===== src/hw/rtl/cgas_pkg.sv =====
`timescale 1ns / 1ps

package cgas_pkg;

    localparam int NUM_CLASSES_DEF = 20;
    localparam int MAX_OBJECTS     = 64;
    localparam int TAG_W           = $clog2(MAX_OBJECTS);
    localparam int CLASS_W         = 5;
    localparam int POS_W           = 24;
    localparam int AREA_W          = 26;
    localparam int SCORE_W         = 17;
    localparam int D2_W            = 21;
    localparam int SQ_W            = 52;
    localparam int D2S_W           = SQ_W - 32;
    localparam int ROOT_W          = 26;
    localparam int SQ_STAGES       = 26;

    localparam logic [CLASS_W-1:0] CLS_UNKNOWN    = 5'd0;
    localparam logic [CLASS_W-1:0] CLS_CAR        = 5'd1;
    localparam logic [CLASS_W-1:0] CLS_TRUCK      = 5'd2;
    localparam logic [CLASS_W-1:0] CLS_BUS        = 5'd3;
    localparam logic [CLASS_W-1:0] CLS_BICYCLE    = 5'd4;
    localparam logic [CLASS_W-1:0] CLS_MOTORBIKE  = 5'd5;
    localparam logic [CLASS_W-1:0] CLS_PEDESTRIAN = 5'd6;

    typedef enum logic [1:0] {
        MD_1M,
        MD_2M,
        MD_3M
    } t_maxd;

    typedef struct packed {
        logic              ok;
        t_maxd             maxd;
        logic [AREA_W-1:0] lo;
        logic [AREA_W-1:0] hi;
    } t_rule;

    typedef struct packed {
        logic             pass;
        t_maxd            maxd;
        logic [TAG_W-1:0] row;
        logic [TAG_W-1:0] col;
    } t_side;

    function automatic t_rule f_rule(input logic [CLASS_W-1:0] a,
                                     input logic [CLASS_W-1:0] b,
                                     input logic [CLASS_W:0]   nc);
        t_rule r;
        logic  va, vb, ta, tb;
        r.ok   = 1'b0;
        r.maxd = MD_1M;
        r.lo   = '0;
        r.hi   = '0;
        va = a inside {CLS_CAR, CLS_TRUCK, CLS_BUS};
        vb = b inside {CLS_CAR, CLS_TRUCK, CLS_BUS};
        ta = a inside {CLS_BICYCLE, CLS_MOTORBIKE};
        tb = b inside {CLS_BICYCLE, CLS_MOTORBIKE};
        if ({1'b0, a} < nc && {1'b0, b} < nc) begin
            if (va && vb) begin
                r.ok   = 1'b1;
                r.maxd = MD_3M;
                if (b == CLS_CAR) begin
                    r.lo = 26'd14746;
                    r.hi = 26'd49561;
                end else if (b == CLS_TRUCK) begin
                    r.lo = 26'd24576;
                    r.hi = 26'd80896;
                end else begin
                    r.lo = 26'd40960;
                    r.hi = 26'd132710;
                end
            end else if (ta && tb) begin
                r.ok   = 1'b1;
                r.maxd = MD_2M;
                r.lo   = 26'd5;
                r.hi   = (b == CLS_BICYCLE) ? 26'd10240 : 26'd12288;
            end else if (a == b) begin
                r.ok = 1'b1;
                if (a == CLS_PEDESTRIAN) begin
                    r.maxd = MD_2M;
                    r.lo   = 26'd5;
                    r.hi   = 26'd8192;
                end else if (a == CLS_UNKNOWN) begin
                    r.hi = 26'd102400;
                end else begin
                    r.hi = 26'd40960000;
                end
            end
        end
        return r;
    endfunction

endpackage


===== src/hw/rtl/cgas_sqrt_pipe.sv =====
`timescale 1ns / 1ps

module cgas_sqrt_pipe import cgas_pkg::*; (
    input  logic              i_clk,
    input  logic              i_rst_n,
    input  logic              i_en,
    input  logic              i_valid,
    input  logic [D2S_W-1:0]  i_d2,
    input  t_side             i_side,
    output logic              o_valid,
    output logic [ROOT_W-1:0] o_root,
    output logic              o_rem_nz,
    output t_side             o_side
);

    logic [SQ_W-1:0] r_x   [SQ_STAGES];
    logic [SQ_W-1:0] r_res [SQ_STAGES];
    logic            r_vld [SQ_STAGES];
    t_side           r_sd  [SQ_STAGES];

    for (genvar k = 0; k < SQ_STAGES; k++) begin : g_stage
        logic [SQ_W-1:0] x_in, res_in, bit_k, t;
        logic            v_in;
        t_side           sd_in;
        logic [SQ_W-1:0] n_x, n_res;

        if (k == 0) begin : g_first
            assign x_in   = {i_d2, {(SQ_W-D2S_W){1'b0}}};
            assign res_in = '0;
            assign v_in   = i_valid;
            assign sd_in  = i_side;
        end else begin : g_next
            assign x_in   = r_x[k-1];
            assign res_in = r_res[k-1];
            assign v_in   = r_vld[k-1];
            assign sd_in  = r_sd[k-1];
        end

        assign bit_k = SQ_W'(1) << (SQ_W - 2 - 2*k);
        assign t     = res_in + bit_k;

        always_comb begin
            if (x_in >= t) begin
                n_x   = x_in - t;
                n_res = (res_in >> 1) + bit_k;
            end else begin
                n_x   = x_in;
                n_res = res_in >> 1;
            end
        end

        always_ff @(posedge i_clk) begin
            if (!i_rst_n) begin
                r_vld[k] <= 1'b0;
            end else if (i_en) begin
                r_vld[k] <= v_in;
            end
            if (i_en) begin
                r_x[k]   <= n_x;
                r_res[k] <= n_res;
                r_sd[k]  <= sd_in;
            end
        end
    end

    assign o_valid  = r_vld[SQ_STAGES-1];
    assign o_root   = r_res[SQ_STAGES-1][ROOT_W-1:0];
    assign o_rem_nz = |r_x[SQ_STAGES-1];
    assign o_side   = r_sd[SQ_STAGES-1];

endmodule


===== src/hw/rtl/class_gated_association_score.sv =====
`timescale 1ns / 1ps

// class gated distance association score, one candidate pair per beat
// slave channel: pair beat with both classes, positions, areas and matrix tags
// master channel: Q1.16 score with the tags copied through
// score is zero when the class pair is not allowed, the distance exceeds the
// pair's maximum distance or either area lies outside the pair's window
// throughput: one beat per cycle while the output is not stalled; the square
// root is a 26 stage pipeline that yields one result bit per stage
// the whole pipeline advances only when the output register is empty or taken;
// while the receiver stalls o_s_tready is low and nothing is lost or repeated
// reset clears all valid bits; no memory, no clearing pass, no configuration
// every beat gives exactly one result beat, in order

module class_gated_association_score import cgas_pkg::*; #(
    parameter int NUM_CLASSES = NUM_CLASSES_DEF
) (
    input  logic         i_clk,
    input  logic         i_rst_n,
    input  logic         i_s_tvalid,
    output logic         o_s_tready,
    // class_a, class_b, pos_x_a, pos_y_a, pos_x_b, pos_y_b, area_a, area_b,
    // row_tag, col_tag, zero pad
    input  logic [175:0] i_s_tdata,
    output logic         o_m_tvalid,
    input  logic         i_m_tready,
    // score, row_out, col_out, zero pad
    output logic [31:0]  o_m_tdata
);

    localparam logic [CLASS_W:0] NC = (CLASS_W+1)'(NUM_CLASSES);

    logic en;
    assign en         = !o_m_tvalid || i_m_tready;
    assign o_s_tready = en;

    // field unpack
    logic [CLASS_W-1:0]       cls_a, cls_b;
    logic signed [POS_W-1:0]  pxa, pya, pxb, pyb;
    logic [AREA_W-1:0]        ar_a, ar_b;
    logic [TAG_W-1:0]         tag_r, tag_c;
    assign cls_a = i_s_tdata[4:0];
    assign cls_b = i_s_tdata[9:5];
    assign pxa   = i_s_tdata[33:10];
    assign pya   = i_s_tdata[57:34];
    assign pxb   = i_s_tdata[81:58];
    assign pyb   = i_s_tdata[105:82];
    assign ar_a  = i_s_tdata[131:106];
    assign ar_b  = i_s_tdata[157:132];
    assign tag_r = i_s_tdata[163:158];
    assign tag_c = i_s_tdata[169:164];

    // stage 1: differences, class rule, area window
    t_rule              rule;
    logic signed [24:0] dx, dy;
    logic [24:0]        adx, ady;
    assign rule = f_rule(cls_a, cls_b, NC);
    assign dx   = 25'(pxa) - 25'(pxb);
    assign dy   = 25'(pya) - 25'(pyb);
    assign adx  = dx[24] ? 25'(-dx) : 25'(dx);
    assign ady  = dy[24] ? 25'(-dy) : 25'(dy);

    logic        r_s1_valid, r_s1_ok, r_s1_far;
    t_maxd       r_s1_maxd;
    logic [9:0]  r_s1_adx, r_s1_ady;
    logic [TAG_W-1:0] r_s1_row, r_s1_col;

    always_ff @(posedge i_clk) begin
        if (!i_rst_n) begin
            r_s1_valid <= 1'b0;
        end else if (en) begin
            r_s1_valid <= i_s_tvalid;
        end
        if (en) begin
            r_s1_ok   <= rule.ok && ar_a >= rule.lo && ar_a <= rule.hi
                         && ar_b >= rule.lo && ar_b <= rule.hi;
            r_s1_far  <= adx > 25'd768 || ady > 25'd768;
            r_s1_maxd <= rule.maxd;
            r_s1_adx  <= adx[9:0];
            r_s1_ady  <= ady[9:0];
            r_s1_row  <= tag_r;
            r_s1_col  <= tag_c;
        end
    end

    // stage 2: squared distance and gate
    logic [D2_W-1:0] d2;
    logic [D2_W-1:0] m2;
    assign d2 = D2_W'(r_s1_adx * r_s1_adx) + D2_W'(r_s1_ady * r_s1_ady);
    always_comb begin
        case (r_s1_maxd)
            MD_1M:   m2 = D2_W'(65536);
            MD_2M:   m2 = D2_W'(262144);
            MD_3M:   m2 = D2_W'(589824);
            default: m2 = '0;
        endcase
    end

    logic            r_s2_valid;
    logic [D2_W-1:0] r_s2_d2;
    t_side           r_s2_side;

    always_ff @(posedge i_clk) begin
        if (!i_rst_n) begin
            r_s2_valid <= 1'b0;
        end else if (en) begin
            r_s2_valid <= r_s1_valid;
        end
        if (en) begin
            r_s2_d2        <= d2;
            r_s2_side.pass <= r_s1_ok && !r_s1_far && d2 <= m2;
            r_s2_side.maxd <= r_s1_maxd;
            r_s2_side.row  <= r_s1_row;
            r_s2_side.col  <= r_s1_col;
        end
    end

    // square root of d2 * 2^32; a passing pair keeps d2 below 2^20
    logic              sq_valid, sq_rem_nz;
    logic [ROOT_W-1:0] sq_root;
    t_side             sq_side;

    cgas_sqrt_pipe u_sqrt (
        .i_clk    (i_clk),
        .i_rst_n  (i_rst_n),
        .i_en     (en),
        .i_valid  (r_s2_valid),
        .i_d2     (r_s2_d2[D2S_W-1:0]),
        .i_side   (r_s2_side),
        .o_valid  (sq_valid),
        .o_root   (sq_root),
        .o_rem_nz (sq_rem_nz),
        .o_side   (sq_side)
    );

    // p1: ceiling root
    logic              r_p1_valid;
    logic [ROOT_W-1:0] r_p1_root;
    t_side             r_p1_side;

    // p2: ceil by 256 or 512, prepared operand for divide by 3
    logic              r_p2_valid;
    logic [18:0]       r_p2_qsh;
    logic [18:0]       r_p2_n3;
    t_side             r_p2_side;

    // p3: reciprocal multiply
    logic              r_p3_valid;
    logic [18:0]       r_p3_qsh;
    logic [36:0]       r_p3_prod;
    t_side             r_p3_side;

    logic [18:0] q256, q512;
    assign q256 = 19'(r_p1_root[25:8]) + 19'(|r_p1_root[7:0]);
    assign q512 = 19'(r_p1_root[25:9]) + 19'(|r_p1_root[8:0]);

    logic [18:0] q;
    assign q = (r_p3_side.maxd == MD_3M) ? 19'(r_p3_prod[36:19]) : r_p3_qsh;

    logic             r_o_valid;
    logic [SCORE_W-1:0] r_o_score;
    logic [TAG_W-1:0] r_o_row, r_o_col;

    always_ff @(posedge i_clk) begin
        if (!i_rst_n) begin
            r_p1_valid <= 1'b0;
            r_p2_valid <= 1'b0;
            r_p3_valid <= 1'b0;
            r_o_valid  <= 1'b0;
        end else if (en) begin
            r_p1_valid <= sq_valid;
            r_p2_valid <= r_p1_valid;
            r_p3_valid <= r_p2_valid;
            r_o_valid  <= r_p3_valid;
        end
        if (en) begin
            r_p1_root <= sq_root + ROOT_W'(sq_rem_nz);
            r_p1_side <= sq_side;

            r_p2_qsh  <= (r_p1_side.maxd == MD_2M) ? q512 : q256;
            r_p2_n3   <= q256 + 19'd2;
            r_p2_side <= r_p1_side;

            r_p3_qsh  <= r_p2_qsh;
            r_p3_prod <= r_p2_n3 * 18'd174763;
            r_p3_side <= r_p2_side;

            r_o_score <= r_p3_side.pass ? (SCORE_W'(65536) - q[SCORE_W-1:0]) : '0;
            r_o_row   <= r_p3_side.row;
            r_o_col   <= r_p3_side.col;
        end
    end

    assign o_m_tvalid = r_o_valid;
    assign o_m_tdata  = {3'b0, r_o_col, r_o_row, r_o_score};

    a_score_range: assert property (@(posedge i_clk) disable iff (!i_rst_n)
        o_m_tvalid |-> r_o_score <= SCORE_W'(65536))
        else $error("score above one");

    a_class_gate: assert property (@(posedge i_clk) disable iff (!i_rst_n)
        en && r_s1_valid && !r_s1_ok |=> !r_s2_side.pass)
        else $error("rejected pair passed the gate");

    a_coincident: assert property (@(posedge i_clk) disable iff (!i_rst_n)
        en && r_s1_valid && r_s1_ok && r_s1_adx == 10'd0 && r_s1_ady == 10'd0
        && !r_s1_far |=> r_s2_side.pass && r_s2_d2 == '0)
        else $error("coincident allowed pair rejected");

endmodule

===== config.mk =====
export PLATFORM = sky130hd
export DESIGN_NAME = class_gated_association_score
export DESIGN_NICKNAME = d
export VERILOG_FILES = /design/src/hw/rtl/cgas_pkg.sv /design/src/hw/rtl/cgas_sqrt_pipe.sv /design/src/hw/rtl/class_gated_association_score.sv
export SDC_FILE = /design/constraint.sdc
export NUM_CORES = 2
export LEC_CHECK = 0
export ABC_AREA = 0
export BUFFER_PORTS_ARGS = -buffer_cell sky130_fd_sc_hd__buf_2
export CAP_MARGIN = 20
export CORE_MARGIN = 2
export CORE_UTILIZATION = 50
export CTS_CLUSTER_DIAMETER = 50
export DETAILED_ROUTE_END_ITERATION = 10
export HOLD_SLACK_MARGIN = 0.1
export PLACE_DENSITY = 0.66
export SYNTH_ARGS = -nofsm -noshare
export SYNTH_HDL_FRONTEND = slang
export SYNTH_HIERARCHICAL = 1
export SYNTH_SLANG_ARGS = --single-unit

===== constraint.sdc =====
create_clock -name i_clk -period 69.9 [get_ports i_clk]
set_clock_uncertainty 0.1 [all_clocks]
set_input_delay 6.99 -clock i_clk [delete_from_list [all_inputs] [get_ports i_clk]]
set_output_delay 6.99 -clock i_clk [all_outputs]
set_load 0.01 [all_outputs]

==> reports/qor.txt <==
non-filler cells, final = 11821
Max Fclk = 67.8 MHz
Yosys cell types = 101
Crit path required time = 62.81 ns
Worst Setup End Kind = primary output
CP Max Fanout = 7
Rel. slew slack = 0.279
Post-CTS Setup Bufs = 0
iteration count of the initial detailed-routing pass = 6
Period minus WS final = 14.76 ns
DR iter-0 viols = 4541
clk buf depth = 3
mapped cell area = 102000 um2
vias per inst = 5.54
Inst Count DP = 11423
CP arrival = 7.67 ns
CTS tree = yes
drt drc = 0
dpl cell area = 106000 um2
cts bufs inserted = 207
Final nets = 10121
RSZ-0062 raised after global routing = false
WL/cell = 17.4 um
area grow syn2layout = 11.3%
initial antenna violation count = 1
Mapped Cells = 8677
root buffer cell = clkbuf_16
Die Area = 207000 um2
fin area = 113000 um2
setup tns final = 0 ns
FF+latch area = 53700 um2
cts hold-fix bufs = 0
Initial Utilization = 0.503
synth top area cells = edfxtp_1 53%, ha_1 8.7%, fa_1 5.2%
GRT Total Usage = 0.197
Worst-path clk slew = 0.06 ns
clock sink total = 1790
row count = 165
hold slack = 0.304 ns
Worst Max-Slew Pin Slew = 1.08 ns
crit path launch type = primary input
first-pass GRT wire length = 332 mm
ys async rst share = 0
yosys warns = 6
MaxCap Viol Count = 0
post-synthesis sequential area ratio = 0.528
final worst path period share = 0.211
share of cells above drive strength 1 = 0.0803
global route overflow = 0
Max Slew Vio Count = 0
Hold Crit Depth = 0
total I/O pin count = 214
Tightest Hold Check Type = flip-flop to flip-flop
post-synthesis register bit count = 1790
dpl hpwl = 153 mm
Mean Syn Cell Area = 11.7 um2
port buffer count = 204
Yosys top cell area share = 0.526
Post-synth EDFFs = 1783
number of global-route vias before repair = 65222
final setup violation count = 0
Hold Fails Final Rpt = 0
GP Congestion = 0.885
status = complete, no violations
CORE AREA = 202000 um2
Resized Gates After CTS = 0
WS Path Type = primary input to primary output
prevailing post-synth register cell = edfxtp_1
Chip Height = 455 um
worst skew pair latency = 0.83 ns
ANT nets after route = 0
Via Count = 65504
Die X = 455 um
largest area contributor in the netlist = edfxtp_1
area of the multi-input gates = 43900 um2
drt total wl = 205 mm
fill count = 16628
largest net degree at the start of global routing = 196
worst reg2reg path depth = 33
H-tree depth = 4
synth_stat cells, drive strengths merged, types with 51 or more instances:
| master | count |
|---|---|
| o21a | 110 |
| clkbuf | 153 |
| nor2 | 467 |
| inv | 939 |
| fa | 266 |
| o21bai | 51 |
| and2 | 79 |
| nor3 | 237 |
| nand2 | 623 |
| nand2b | 88 |
| or4 | 55 |
| nand4 | 82 |
| o31ai | 60 |
| nand3 | 160 |
| xnor2 | 385 |
| or3 | 82 |
| nor4 | 159 |
| mux2 | 60 |
| xor2 | 331 |
| o21ai | 465 |
| a211oi | 61 |
| a21oi | 406 |
| edfxtp | 1783 |
| nor2b | 72 |
| ha | 709 |
| and3 | 85 |
| a21o | 148 |
state kept, by name, indices dropped and copies added, names as in the netlist, 17 cells and up:
signal and flops:
u_sqrt/r_x 776, u_sqrt/r_sd 390, u_sqrt/r_res 351, r_p1_root 26
u_sqrt/r_vld 26, r_s2_d2 20, r_p2_n3 19, r_o_score 17
r_p2_qsh 17, r_p3_prod 17, r_p3_qsh 17
metrics by stage:
stage	util	setup slack [ns]
after floorplan	-	7.99
after detailed placement	0.523	55.13
after CTS	0.559	55.13
after global placement	0.523	55.13
after global routing	0.560	55.14
final	0.560	55.14
layout by cell type (no fill, tap or decap), types with 160 or more instances in the layout:
cell type     n
a21oi_1     405
nor3_1      234
xnor2_1     385
o21ai_0     456
edfxtp_1   1783
xor2_1      331
ha_1        709
nand3_1     160
nor2_1      466
clkbuf_16   208
fa_1        266
nand2_1     623
buf_2       204
inv_1       938
area by class of cell:
type                    count  area share
diodes                      3   0.0000663
clock buffers             237      0.0469
clock inverters           152      0.0171
inverters                 940      0.0312
multi-input cells        5773       0.388
flip-flops and latches   1790       0.474
well taps                2672      0.0295
repair buffers            254      0.0131
metal layers:
| metal | GRT usage | routed length (um) | part of all wire | vias up |
|---|---|---|---|---|
| met5 | 0 | 0 | 0 | - |
| met4 | 0.0738 | 7340 | 0.036 | 0 |
| met3 | 0.0258 | 7470 | 0.036 | 413 |
| met2 | 0.346 | 103000 | 0.50 | 1434 |
| met1 | 0.247 | 87600 | 0.43 | 31559 |
| li1 | - | - | - | 32098 |
worst max-delay path, cell delays in order:
cell      delay (ns)
buf_2           0.10
nand2b_4        0.29
buf_2           0.24
path summary, 6_finish.rpt:
kind,from,to,slack (ns)
worst max-delay path,i_m_tready,o_s_tready,55.14
worst max register to register,r_s1_ady[2]$_DFFE_PP_,r_s2_side[14]$_DFFE_PP_,60.14
worst min-delay path,u_sqrt/r_sd[0][178]$_DFFE_PP_,u_sqrt/r_sd[0][193]$_DFFE_PP_,0.30
worst min register to register,u_sqrt/r_sd[0][178]$_DFFE_PP_,u_sqrt/r_sd[0][193]$_DFFE_PP_,0.30
cells by family (layout without fill, tap and decap cells):
group	count (synthesis)	in the layout	synth area share
AO/OA/AOI/OAI	1621	1621	0.101
XOR/XNOR	716	716	0.0616
adder cells (fa/ha/maj)	975	975	0.139
buffers and inverters	1116	1583	0.0417
flip-flops	1790	1790	0.528
multiplexers	97	97	0.0111
other	1	6	0.0000368
AND/OR/NAND/NOR	2361	2361	0.117
Power is not shown: default switching activity piles up to over one toggle a cycle in this logic, so the estimate is an artifact.
